==> config.mk <==
export PLATFORM = sky130hd
export DESIGN_NAME = ethernet_ipv4_tcp_header_parser
export DESIGN_NICKNAME = d
export VERILOG_FILES = /design/src/hw/rtl/ethip_pkg.sv /design/src/hw/rtl/ethip_in_stage.sv /design/src/hw/rtl/ethip_parse.sv /design/src/hw/rtl/ethip_out_stage.sv /design/src/hw/rtl/ethernet_ipv4_tcp_header_parser.sv
export SDC_FILE = /design/constraint.sdc
export NUM_CORES = 1
export LEC_CHECK = 0
export BUFFER_PORTS_ARGS = -buffer_cell sky130_fd_sc_hd__buf_4
export CAP_MARGIN = 40
export CORE_AREA = 2 2 180 182
export CTS_CLUSTER_DIAMETER = 50
export DETAILED_ROUTE_END_ITERATION = 8
export DIE_AREA = 0 0 182 184
export PLACE_DENSITY = 0.79
export REMOVE_ABC_BUFFERS = 1
export SYNTH_ARGS = -nofsm -noshare
export SYNTH_HDL_FRONTEND = slang
export SYNTH_SLANG_ARGS = --single-unit
export TNS_END_PERCENT = 5
==> constraint.sdc <==
create_clock -name clock -period 16.15 [get_ports clock]
set_clock_uncertainty 0.1 [all_clocks]
set_input_delay 0 -clock clock [delete_from_list [all_inputs] [get_ports clock]]
set_output_delay 0 -clock clock [all_outputs]
set_load 0.02 [all_outputs]
==> src/hw/rtl/ethip_pkg.sv <==
// ----------------------------------------------------------------------------
// ethip_pkg: shared types and constants for the Ethernet/IPv4/TCP header parser
// Holds the record kinds, the frame layout offsets and the structs that pass
// between the input stage, the parser and the result stage.
// ----------------------------------------------------------------------------
package ethip_pkg;

   // Record kinds on the result channel
   typedef enum logic [1:0] {
      KIND_HEADER = 2'd0,
      KIND_CHAR   = 2'd1,
      KIND_END    = 2'd2
   } record_kind_type;

   // Protocol codes
   localparam logic [15:0] ETHERTYPE_IPV4 = 16'h0800;
   localparam logic [7:0]  IPPROTO_TCP    = 8'd6;

   // Frame layout (byte offsets from the start of the frame)
   localparam int MAC_LEN         = 6;
   localparam int ETH_HDR_LEN     = 14;
   localparam int POS_TYPE_LAST   = 13;
   localparam int POS_IHL         = 14;
   localparam int POS_PROTO       = 23;
   localparam int POS_SRC_IP      = 26;
   localparam int POS_DST_IP      = 30;
   localparam int POS_IP_END      = 34;
   localparam int TCP_OFFSET_BYTE = 12;

   // Smallest legal IHL and TCP data offset, in 32-bit words
   localparam logic [3:0] MIN_HDR_WORDS = 4'd5;

   // Printable range and the substitute character
   localparam logic [7:0] PRINT_LOW  = 8'h20;
   localparam logic [7:0] PRINT_HIGH = 8'h7E;
   localparam logic [7:0] DOT_CHAR   = 8'h2E;

   // Width and reset value of the preview limit register
   localparam int          PREVIEW_W     = 6;
   localparam logic [5:0]  PREVIEW_RESET = 6'd32;

   // One input byte transaction
   typedef struct packed {
      logic [7:0] data_byte;
      logic       frame_end;
   } item_type;

   // One result record
   typedef struct packed {
      record_kind_type record_kind;
      logic [47:0]     dst_mac;
      logic [47:0]     src_mac;
      logic [31:0]     src_addr;
      logic [31:0]     dst_addr;
      logic [15:0]     src_port;
      logic [15:0]     dst_port;
      logic [7:0]      shown_char;
      logic [4:0]      char_index;
      logic            packet_end;
   } result_type;

endpackage

==> src/hw/rtl/ethip_in_stage.sv <==
// ----------------------------------------------------------------------------
// ethip_in_stage: input register of the header parser
// Captures one byte transaction and holds it until the parser consumes it.
// ----------------------------------------------------------------------------
module ethip_in_stage (
   input  logic               clock,
   input  logic               reset,
   input  logic               req_valid,
   output logic               req_ready,
   input  ethip_pkg::item_type req_item,
   input  logic               advance,
   output logic               item_valid,
   output ethip_pkg::item_type item
);
   import ethip_pkg::*;

   logic     valid_ff, valid_in;
   item_type item_ff, item_in;
   logic     load;

   // Accept when empty or when the held transaction moves on this cycle
   assign req_ready = !valid_ff || advance;
   assign load      = req_valid && req_ready;

   always_comb begin
      valid_in = valid_ff;
      item_in  = item_ff;
      if (load) begin
         valid_in = 1'b1;
         item_in  = req_item;
      end else if (advance) begin
         valid_in = 1'b0;
      end
   end

   always_ff @(posedge clock) begin
      if (reset) begin
         valid_ff <= 1'b0;
      end else begin
         valid_ff <= valid_in;
      end
      item_ff <= item_in;
   end

   assign item_valid = valid_ff;
   assign item       = item_ff;

endmodule

==> src/hw/rtl/ethip_parse.sv <==
// ----------------------------------------------------------------------------
// ethip_parse: frame parser state and record decision
// Tracks the byte position, captures header fields, checks EtherType, protocol,
// IHL and data offset, and decides the record each byte causes.
// ----------------------------------------------------------------------------
module ethip_parse #(
   parameter int MAX_FRAME_BYTES = 1518,
   parameter int MAX_PREVIEW     = 32
) (
   input  logic                       clock,
   input  logic                       reset,
   input  logic                       advance,
   input  ethip_pkg::item_type        item,
   input  logic [ethip_pkg::PREVIEW_W-1:0] preview_limit,
   output logic                       emit,
   output ethip_pkg::result_type      result
);
   import ethip_pkg::*;

   localparam int POS_W = $clog2(MAX_FRAME_BYTES + 1);
   localparam int CMP_W = (POS_W > 8) ? POS_W : 8;
   localparam logic [PREVIEW_W-1:0] PREVIEW_CAP = PREVIEW_W'(MAX_PREVIEW);

   logic [POS_W-1:0] pos_ff, pos_in;
   logic [47:0]      dst_mac_ff, dst_mac_in;
   logic [47:0]      src_mac_ff, src_mac_in;
   logic [15:0]      type_ff, type_in;
   logic [3:0]       ip_words_ff, ip_words_in;
   logic [6:0]       tcp_start_ff, tcp_start_in;
   logic [7:0]       hdr_end_ff, hdr_end_in;
   logic [31:0]      src_addr_ff, src_addr_in;
   logic [31:0]      dst_addr_ff, dst_addr_in;
   logic [15:0]      src_port_ff, src_port_in;
   logic [15:0]      dst_port_ff, dst_port_in;
   logic [3:0]       tcp_words_ff, tcp_words_in;
   logic             drop_ff, drop_in;
   logic             hdr_done_ff, hdr_done_in;
   logic [PREVIEW_W-1:0] count_ff, count_in;

   logic [CMP_W-1:0]     pos_x, ts_x, end_x;
   logic                 in_range;
   logic [PREVIEW_W-1:0] lim;
   logic [7:0]           b;
   record_kind_type      kind;

   assign pos_x    = CMP_W'(pos_ff);
   assign ts_x     = CMP_W'(tcp_start_ff);
   assign end_x    = CMP_W'(hdr_end_ff);
   assign in_range = pos_ff < POS_W'(MAX_FRAME_BYTES);
   assign lim      = (preview_limit > PREVIEW_CAP) ? PREVIEW_CAP : preview_limit;
   assign b        = item.data_byte;

   // Update parser state and pick the record for this byte
   always_comb begin
      pos_in       = pos_ff;
      dst_mac_in   = dst_mac_ff;
      src_mac_in   = src_mac_ff;
      type_in      = type_ff;
      ip_words_in  = ip_words_ff;
      tcp_start_in = tcp_start_ff;
      hdr_end_in   = hdr_end_ff;
      src_addr_in  = src_addr_ff;
      dst_addr_in  = dst_addr_ff;
      src_port_in  = src_port_ff;
      dst_port_in  = dst_port_ff;
      tcp_words_in = tcp_words_ff;
      drop_in      = drop_ff;
      hdr_done_in  = hdr_done_ff;
      count_in     = count_ff;
      emit         = 1'b0;
      kind         = KIND_HEADER;

      if (advance && in_range) begin
         pos_in = pos_ff + POS_W'(1);
         if (!drop_ff) begin
            priority if (pos_x < CMP_W'(MAC_LEN)) begin
               dst_mac_in = {dst_mac_ff[39:0], b};
            end else if (pos_x < CMP_W'(2 * MAC_LEN)) begin
               src_mac_in = {src_mac_ff[39:0], b};
            end else if (pos_x < CMP_W'(ETH_HDR_LEN)) begin
               type_in = {type_ff[7:0], b};
               if (pos_x == CMP_W'(POS_TYPE_LAST) && type_in != ETHERTYPE_IPV4) begin
                  drop_in = 1'b1;
               end
            end else if (pos_x == CMP_W'(POS_IHL)) begin
               ip_words_in  = b[3:0];
               tcp_start_in = 7'(ETH_HDR_LEN) + {1'b0, b[3:0], 2'b00};
               if (b[3:0] < MIN_HDR_WORDS) begin
                  drop_in = 1'b1;
               end
            end else begin
               // Check protocol, capture addresses, ports and data offset
               if (pos_x == CMP_W'(POS_PROTO) && b != IPPROTO_TCP) begin
                  drop_in = 1'b1;
               end
               if (pos_x >= CMP_W'(POS_SRC_IP) && pos_x < CMP_W'(POS_DST_IP)) begin
                  src_addr_in = {src_addr_ff[23:0], b};
               end else if (pos_x >= CMP_W'(POS_DST_IP) && pos_x < CMP_W'(POS_IP_END)) begin
                  dst_addr_in = {dst_addr_ff[23:0], b};
               end
               if (pos_x == ts_x || pos_x == ts_x + CMP_W'(1)) begin
                  src_port_in = {src_port_ff[7:0], b};
               end else if (pos_x == ts_x + CMP_W'(2) || pos_x == ts_x + CMP_W'(3)) begin
                  dst_port_in = {dst_port_ff[7:0], b};
               end else if (pos_x == ts_x + CMP_W'(TCP_OFFSET_BYTE)) begin
                  tcp_words_in = b[7:4];
                  hdr_end_in   = {1'b0, tcp_start_ff} + {2'b00, b[7:4], 2'b00} - 8'd1;
                  if (b[7:4] < MIN_HDR_WORDS) begin
                     drop_in = 1'b1;
                  end
               end
               // Emit the header record, then payload characters
               if (!drop_in) begin
                  if (hdr_done_ff) begin
                     if (count_ff < lim) begin
                        emit     = 1'b1;
                        kind     = KIND_CHAR;
                        count_in = count_ff + PREVIEW_W'(1);
                     end
                  end else if (tcp_words_ff >= MIN_HDR_WORDS && pos_x == end_x) begin
                     hdr_done_in = 1'b1;
                     emit        = 1'b1;
                     kind        = KIND_HEADER;
                  end
               end
            end
         end
      end

      // Close the packet on its last byte and clear the frame state
      if (advance && item.frame_end) begin
         if (!drop_in && hdr_done_in && !emit) begin
            emit = 1'b1;
            kind = KIND_END;
         end
         if (drop_in || !hdr_done_in) begin
            emit = 1'b0;
         end
         pos_in       = '0;
         dst_mac_in   = '0;
         src_mac_in   = '0;
         type_in      = '0;
         ip_words_in  = '0;
         tcp_start_in = '0;
         hdr_end_in   = '0;
         src_addr_in  = '0;
         dst_addr_in  = '0;
         src_port_in  = '0;
         dst_port_in  = '0;
         tcp_words_in = '0;
         drop_in      = 1'b0;
         hdr_done_in  = 1'b0;
         count_in     = '0;
      end
   end

   // Build the record from the captured fields
   always_comb begin
      result             = '0;
      result.record_kind = kind;
      result.packet_end  = item.frame_end;
      if (kind == KIND_HEADER) begin
         result.dst_mac  = dst_mac_ff;
         result.src_mac  = src_mac_ff;
         result.src_addr = src_addr_ff;
         result.dst_addr = dst_addr_ff;
         result.src_port = src_port_ff;
         result.dst_port = dst_port_ff;
      end
      if (kind == KIND_CHAR) begin
         result.shown_char = (b >= PRINT_LOW && b <= PRINT_HIGH) ? b : DOT_CHAR;
         result.char_index = count_ff[4:0];
      end
   end

   always_ff @(posedge clock) begin
      if (reset) begin
         pos_ff       <= '0;
         dst_mac_ff   <= '0;
         src_mac_ff   <= '0;
         type_ff      <= '0;
         ip_words_ff  <= '0;
         tcp_start_ff <= '0;
         hdr_end_ff   <= '0;
         src_addr_ff  <= '0;
         dst_addr_ff  <= '0;
         src_port_ff  <= '0;
         dst_port_ff  <= '0;
         tcp_words_ff <= '0;
         drop_ff      <= 1'b0;
         hdr_done_ff  <= 1'b0;
         count_ff     <= '0;
      end else begin
         pos_ff       <= pos_in;
         dst_mac_ff   <= dst_mac_in;
         src_mac_ff   <= src_mac_in;
         type_ff      <= type_in;
         ip_words_ff  <= ip_words_in;
         tcp_start_ff <= tcp_start_in;
         hdr_end_ff   <= hdr_end_in;
         src_addr_ff  <= src_addr_in;
         dst_addr_ff  <= dst_addr_in;
         src_port_ff  <= src_port_in;
         dst_port_ff  <= dst_port_in;
         tcp_words_ff <= tcp_words_in;
         drop_ff      <= drop_in;
         hdr_done_ff  <= hdr_done_in;
         count_ff     <= count_in;
      end
   end

   // Position advances by one on every byte below MAX_FRAME_BYTES that does not end the frame
   a_pos_step: assert property (@(posedge clock) disable iff (reset)
      advance && in_range && !item.frame_end |=> pos_ff == $past(pos_ff) + POS_W'(1))
      else $error("byte position did not advance");

   // Frame state is clear after a frame end
   a_frame_clear: assert property (@(posedge clock) disable iff (reset)
      advance && item.frame_end |=> pos_ff == '0 && !drop_ff && !hdr_done_ff && count_ff == '0)
      else $error("frame state not cleared after frame end");

   // Payload characters only follow a completed header
   a_char_after_hdr: assert property (@(posedge clock) disable iff (reset)
      emit && kind == KIND_CHAR |-> hdr_done_ff && !drop_ff)
      else $error("payload character before header record");

   // Preview count never passes its cap
   a_count_cap: assert property (@(posedge clock) disable iff (reset)
      count_ff <= PREVIEW_CAP)
      else $error("payload count exceeds preview cap");

endmodule

==> src/hw/rtl/ethip_out_stage.sv <==
// ----------------------------------------------------------------------------
// ethip_out_stage: result register of the header parser
// Holds one record until the consumer takes it, and reports room for the next.
// ----------------------------------------------------------------------------
module ethip_out_stage (
   input  logic                  clock,
   input  logic                  reset,
   input  logic                  advance,
   input  logic                  emit,
   input  ethip_pkg::result_type result,
   output logic                  can_take,
   output logic                  rsp_valid,
   input  logic                  rsp_ready,
   output ethip_pkg::result_type rsp_result
);
   import ethip_pkg::*;

   logic       valid_ff, valid_in;
   result_type result_ff, result_in;

   // Room when empty or when the held record leaves this cycle
   assign can_take = !valid_ff || rsp_ready;

   always_comb begin
      valid_in  = valid_ff && !rsp_ready;
      result_in = result_ff;
      if (advance) begin
         valid_in = emit;
         if (emit) begin
            result_in = result;
         end
      end
   end

   always_ff @(posedge clock) begin
      if (reset) begin
         valid_ff <= 1'b0;
      end else begin
         valid_ff <= valid_in;
      end
      result_ff <= result_in;
   end

   assign rsp_valid  = valid_ff;
   assign rsp_result = result_ff;

endmodule

==> src/hw/rtl/ethernet_ipv4_tcp_header_parser.sv <==
// ----------------------------------------------------------------------------
// ethernet_ipv4_tcp_header_parser: Ethernet/IPv4/TCP header parser top level
// Parses a captured frame byte by byte and emits a header record followed by
// a preview of the TCP payload.
// ----------------------------------------------------------------------------
// Takes one frame byte per cycle while the result register has room, and gives
// at most one record per byte. A byte passes an input register and then the
// parser into a result register, where its record is held; the parser state
// is updated once per byte as it leaves the input register, which sets the
// one-byte-per-cycle rate. Frames that are not IPv4 carrying TCP, have
// an IHL or data offset below 5, or end before the headers are complete give
// no records. A TCP frame gives a header record on its last header byte, then
// up to preview_limit payload characters (capped at MAX_PREVIEW), and its last
// record carries packet_end; an end marker record is sent when the last byte
// has nothing else to show. Bytes at or beyond MAX_FRAME_BYTES are ignored
// except for their frame end. Write csr_wr_data only while the block is idle.
// ----------------------------------------------------------------------------
module ethernet_ipv4_tcp_header_parser #(
   parameter int MAX_FRAME_BYTES = 1518,
   parameter int MAX_PREVIEW     = 32
) (
   input  logic        clock,
   input  logic        reset,
   input  logic        req_valid,
   output logic        req_ready,
   input  logic [7:0]  req_data_byte,
   input  logic        req_frame_end,
   output logic        rsp_valid,
   input  logic        rsp_ready,
   output logic [1:0]  rsp_record_kind,
   output logic [47:0] rsp_dst_mac,
   output logic [47:0] rsp_src_mac,
   output logic [31:0] rsp_src_addr,
   output logic [31:0] rsp_dst_addr,
   output logic [15:0] rsp_src_port,
   output logic [15:0] rsp_dst_port,
   output logic [7:0]  rsp_shown_char,
   output logic [4:0]  rsp_char_index,
   output logic        rsp_packet_end,
   input  logic        csr_wr_en,
   input  logic [ethip_pkg::PREVIEW_W-1:0] csr_wr_data
);
   import ethip_pkg::*;

   logic [PREVIEW_W-1:0] preview_limit_ff, preview_limit_in;
   item_type             req_item, item;
   logic                 item_valid;
   logic                 can_take;
   logic                 advance;
   logic                 emit;
   result_type           result, rsp_result;

   // Hold the preview limit register
   assign preview_limit_in = csr_wr_en ? csr_wr_data : preview_limit_ff;

   always_ff @(posedge clock) begin
      if (reset) begin
         preview_limit_ff <= PREVIEW_RESET;
      end else begin
         preview_limit_ff <= preview_limit_in;
      end
   end

   assign req_item.data_byte = req_data_byte;
   assign req_item.frame_end = req_frame_end;

   // Move a byte into the parser when the result side has room
   assign advance = item_valid && can_take;

   ethip_in_stage u_in_stage (
      .clock      (clock),
      .reset      (reset),
      .req_valid  (req_valid),
      .req_ready  (req_ready),
      .req_item   (req_item),
      .advance    (advance),
      .item_valid (item_valid),
      .item       (item)
   );

   ethip_parse #(
      .MAX_FRAME_BYTES (MAX_FRAME_BYTES),
      .MAX_PREVIEW     (MAX_PREVIEW)
   ) u_parse (
      .clock         (clock),
      .reset         (reset),
      .advance       (advance),
      .item          (item),
      .preview_limit (preview_limit_ff),
      .emit          (emit),
      .result        (result)
   );

   ethip_out_stage u_out_stage (
      .clock      (clock),
      .reset      (reset),
      .advance    (advance),
      .emit       (emit),
      .result     (result),
      .can_take   (can_take),
      .rsp_valid  (rsp_valid),
      .rsp_ready  (rsp_ready),
      .rsp_result (rsp_result)
   );

   assign rsp_record_kind = rsp_result.record_kind;
   assign rsp_dst_mac     = rsp_result.dst_mac;
   assign rsp_src_mac     = rsp_result.src_mac;
   assign rsp_src_addr    = rsp_result.src_addr;
   assign rsp_dst_addr    = rsp_result.dst_addr;
   assign rsp_src_port    = rsp_result.src_port;
   assign rsp_dst_port    = rsp_result.dst_port;
   assign rsp_shown_char  = rsp_result.shown_char;
   assign rsp_char_index  = rsp_result.char_index;
   assign rsp_packet_end  = rsp_result.packet_end;

endmodule
==> flow_summary.json <==
{
  "required_ns": 16.25,
  "synth_seq_cells": 462,
  "cp_max_fo": 73,
  "r2r-start": "u_parse.pos_ff[3]",
  "synth_mux_area_share_pct": 2.81,
  "crit_path_start_kind": "register",
  "hold_start": "req_data_byte[5]",
  "synthArstFlopShare_pct": 0,
  "vias_per_cell": 5.37,
  "final_nets": 1952,
  "utilization_pct": 70.2,
  "setup_viol": 0,
  "worst_path_max_delay_cell": "dfxtp_1",
  "clockBufferDepth": 3,
  "min_path_type": "input pin to register",
  "synth_compound_area_share_pct": 7.35,
  "outcome": "complete, no violations",
  "clock_latency_ns": 0.55,
  "worstSetupPathType": "register to register",
  "ant_nets": 0,
  "final.setup.tns_ns": 0,
  "n_antenna_cell": 0,
  "gp_congestion": 0.896,
  "grt_overflow_total": 0,
  "fillers": 2272,
  "p_per_area_mw_per_mm2": 110,
  "multi_input_area_sq_mm": 0.00603,
  "wirelength_um": 40200,
  "cap_violations": 0,
  "yosysWarnings": 0,
  "rsz0062_at_grt": "no",
  "grt_pass1_wl_um": 62900,
  "num_vias": 12600,
  "synth_top_family_by_area": "simple AND/OR/NAND/NOR gates",
  "seqCellArea_sq_mm": 0.0114,
  "grt_max_degree": 118,
  "coreArea_sq_mm": 0.0314,
  "cts-buffers-inserted": 47,
  "portBuffers": 229,
  "seq_power_share_pct": 50.8,
  "cts_root_buf": "clkbuf_16",
  "synthXorXnorAreaFrac_pct": 1.83,
  "p_clk_share_pct": 46.8,
  "final_cell_mix": "352 x nand2_1, 245 x dfxtp_1, 241 x buf_4",
  "grt_util_all_layers_pct": 23.5,
  "drive_gt1_share_pct": 17.6,
  "switching_share_pct": 20.5,
  "internal-power_w": 0.00193,
  "synth_seq_area_share_pct": 62.9,
  "critPathMaxStageDelay_ns": 0.83,
  "postSynthCellCount": 1688,
  "p_sw_w": 0.000496,
  "die_h_um": 184,
  "p_leak_nw": 8.59,
  "synth_edf_count": 217,
  "fin_crit_sh_pct": 26.6,
  "max_slew_margin_pct": 40.6,
  "dieArea_sq_mm": 0.0335,
  "h-tree-depth": 2,
  "wl_per_cell_um": 17.1,
  "cts_setup_buffers": 0,
  "dp_hpwl_um": 24400,
  "initialDrtViolationCount": 975,
  "grt_pass1_vias": 12000,
  "postSynthAreaPerCell_sq_um": 10.8,
  "cts_sinks": 462,
  "critPathCaptureType": "register",
  "synth_simple_gate_area_share_pct": 19.4,
  "cts_resized": 0,
  "synth-main-ff-cell": "dfxtp_1",
  "die-width_um": 182,
  "antenna_found_initial": 0,
  "row_count": 65,
  "irDropWorstVdd_uv": 84.5,
  "layout.cells.most_common": "nand2_1",
  "combPwrFrac_pct": 2.4,
  "ys_types": 70,
  "syn-cell-area_sq_mm": 0.0182,
  "cts_tree": "yes",
  "max_freq_ghz": 0.233,
  "tightest_slew_ns": 0.890,
  "final_max_slew_viol_count": 0,
  "first_pass_iters": 5,
  "period_minus_slack_ns": 4.29,
  "arrival_ns": 4.39,
  "io_pins": 230,
  "hold_viol": 0,
  "drc_errors": 0,
  "clkTransAtPathRegs_ns": 0.06,
  "path_common_cell": "buf_4",
  "synth_adder_area_share_pct": 1.70,
  "critPathLaunch": "u_parse.pos_ff[3]",
  "start_util_pct": 57.8,
  "cp_cell_sequence": "nand4_1, a31o_2, a211oi_4, nand2_2, nor4_1, a21oi_1, a21oi_4, buf_4, buf_4, buf_16",
  "areaGrowthSynthToFinish_pct": 21.3
}
-- registers in the layout, indices dropped and copies added, names as in the netlist, 4 cells and up --
signal                  count
u_parse.dst_mac_ff         48
preview_limit_ff            6
u_parse.dst_addr_ff        32
u_parse.src_port_ff        16
u_parse.type_ff             8
u_parse.dst_port_ff        16
u_in_stage.item             9
u_parse.hdr_end_ff          8
u_parse.pos_ff             11
u_parse.src_addr_ff        32
u_parse.tcp_words_ff        4
u_parse.tcp_start_ff        6
u_out_stage.rsp_result    208
u_parse.count_ff            6
u_parse.src_mac_ff         48
-- metrics by stage --
stage | total power (W) | worst slack, ns | hold WS (ns) | instance area (sq um) | instances
floorplan | 0.00128 | 3.37 | -0.0276 | 17600 | 1579
global placement | 0.00131 | 11.77 | 0.0806 | 19900 | 2222
detailed placement | 0.00131 | 11.93 | 0.0813 | 20100 | 2229
CTS | 0.00244 | 11.92 | 0.0516 | 22000 | 2349
global route | 0.00250 | 11.66 | 0.0606 | 22000 | 2349
finish | 0.00243 | 11.86 | 0.0708 | 22000 | 2349
-- worst paths after layout --
path,to,slack [ns],cells past startpoint
worst max-delay path,u_out_stage.rsp_result[70],11.86,10
worst min-delay path,u_in_stage.item[6],0.07,2
worst max register to register,u_out_stage.rsp_result[70],11.86,10
worst min register to register,u_parse.dst_addr_ff[24],0.35,2
-- metal layers --
layer / global-route usage, % / part of all wire (%)
met1: 30.6 / 42
met4: 9.13 / 3.2
met5: 0 / 0
met3: 3.47 / 4.9
met2: 39.8 / 50
-- worst max-delay path, delay by kind of cell, from the launching register on --
| kind | cells | cell delay, ns |
|---|---|---|
| AO/OA/AOI/OAI | 4 | 0.91 |
| buffers and inverters | 3 | 1.26 |
| flip-flops | 1 | 0.83 |
| AND/OR/NAND/NOR | 3 | 0.73 |
-- power groups by stage --
stage | sequential, W | combinational [W] | clock, W
global route | 0.00123 | 0.0000636 | 0.00120
floorplan | 0.00125 | 0.0000314 | 0
detailed placement | 0.00126 | 0.0000506 | 0
CTS | 0.00123 | 0.0000576 | 0.00115
global placement | 0.00126 | 0.0000485 | 0
finish | 0.00123 | 0.0000581 | 0.00113
-- area by class of cell --
class,instances,area share (%)
timing repair buffer,280,10.4
sequential,462,51.8
tap,402,2.28
clock inverter,19,1.29
clock buffer,69,6.18
inverter,35,0.596
multi-input combinational,1082,27.4
-- cell families after synthesis --
logic type,Yosys count
multiplexers,51
AND/OR/NAND/NOR,731
buffers and inverters,144
flip-flops,462
XOR/XNOR,37
AO/OA/AOI/OAI,238
adder cells (fa/ha/maj),24
other,1
-- Yosys cell counts, drive strengths merged (9+ instances only) --
library cell | count | area (sq um)
nand4 | 10 | 68.8
buf | 49 | 378
nor3 | 9 | 50.1
edfxtp | 217 | 6520
ha | 23 | 288
and2 | 202 | 1260
inv | 35 | 131
mux2i | 51 | 510
nor4 | 15 | 121
xnor2 | 25 | 226
dfxtp | 245 | 4900
nor2 | 103 | 387
clkbuf | 60 | 225
xor2 | 12 | 105
nand2 | 353 | 1330
a21oi | 190 | 951
o21ai | 15 | 75.1
-- what timing repair did --
item	CTS	global route
endpoints found under the hold margin	29	0
hold buffers	32	0
endpoints found under the setup margin	0	0
(Power assumes the default switching activity.)
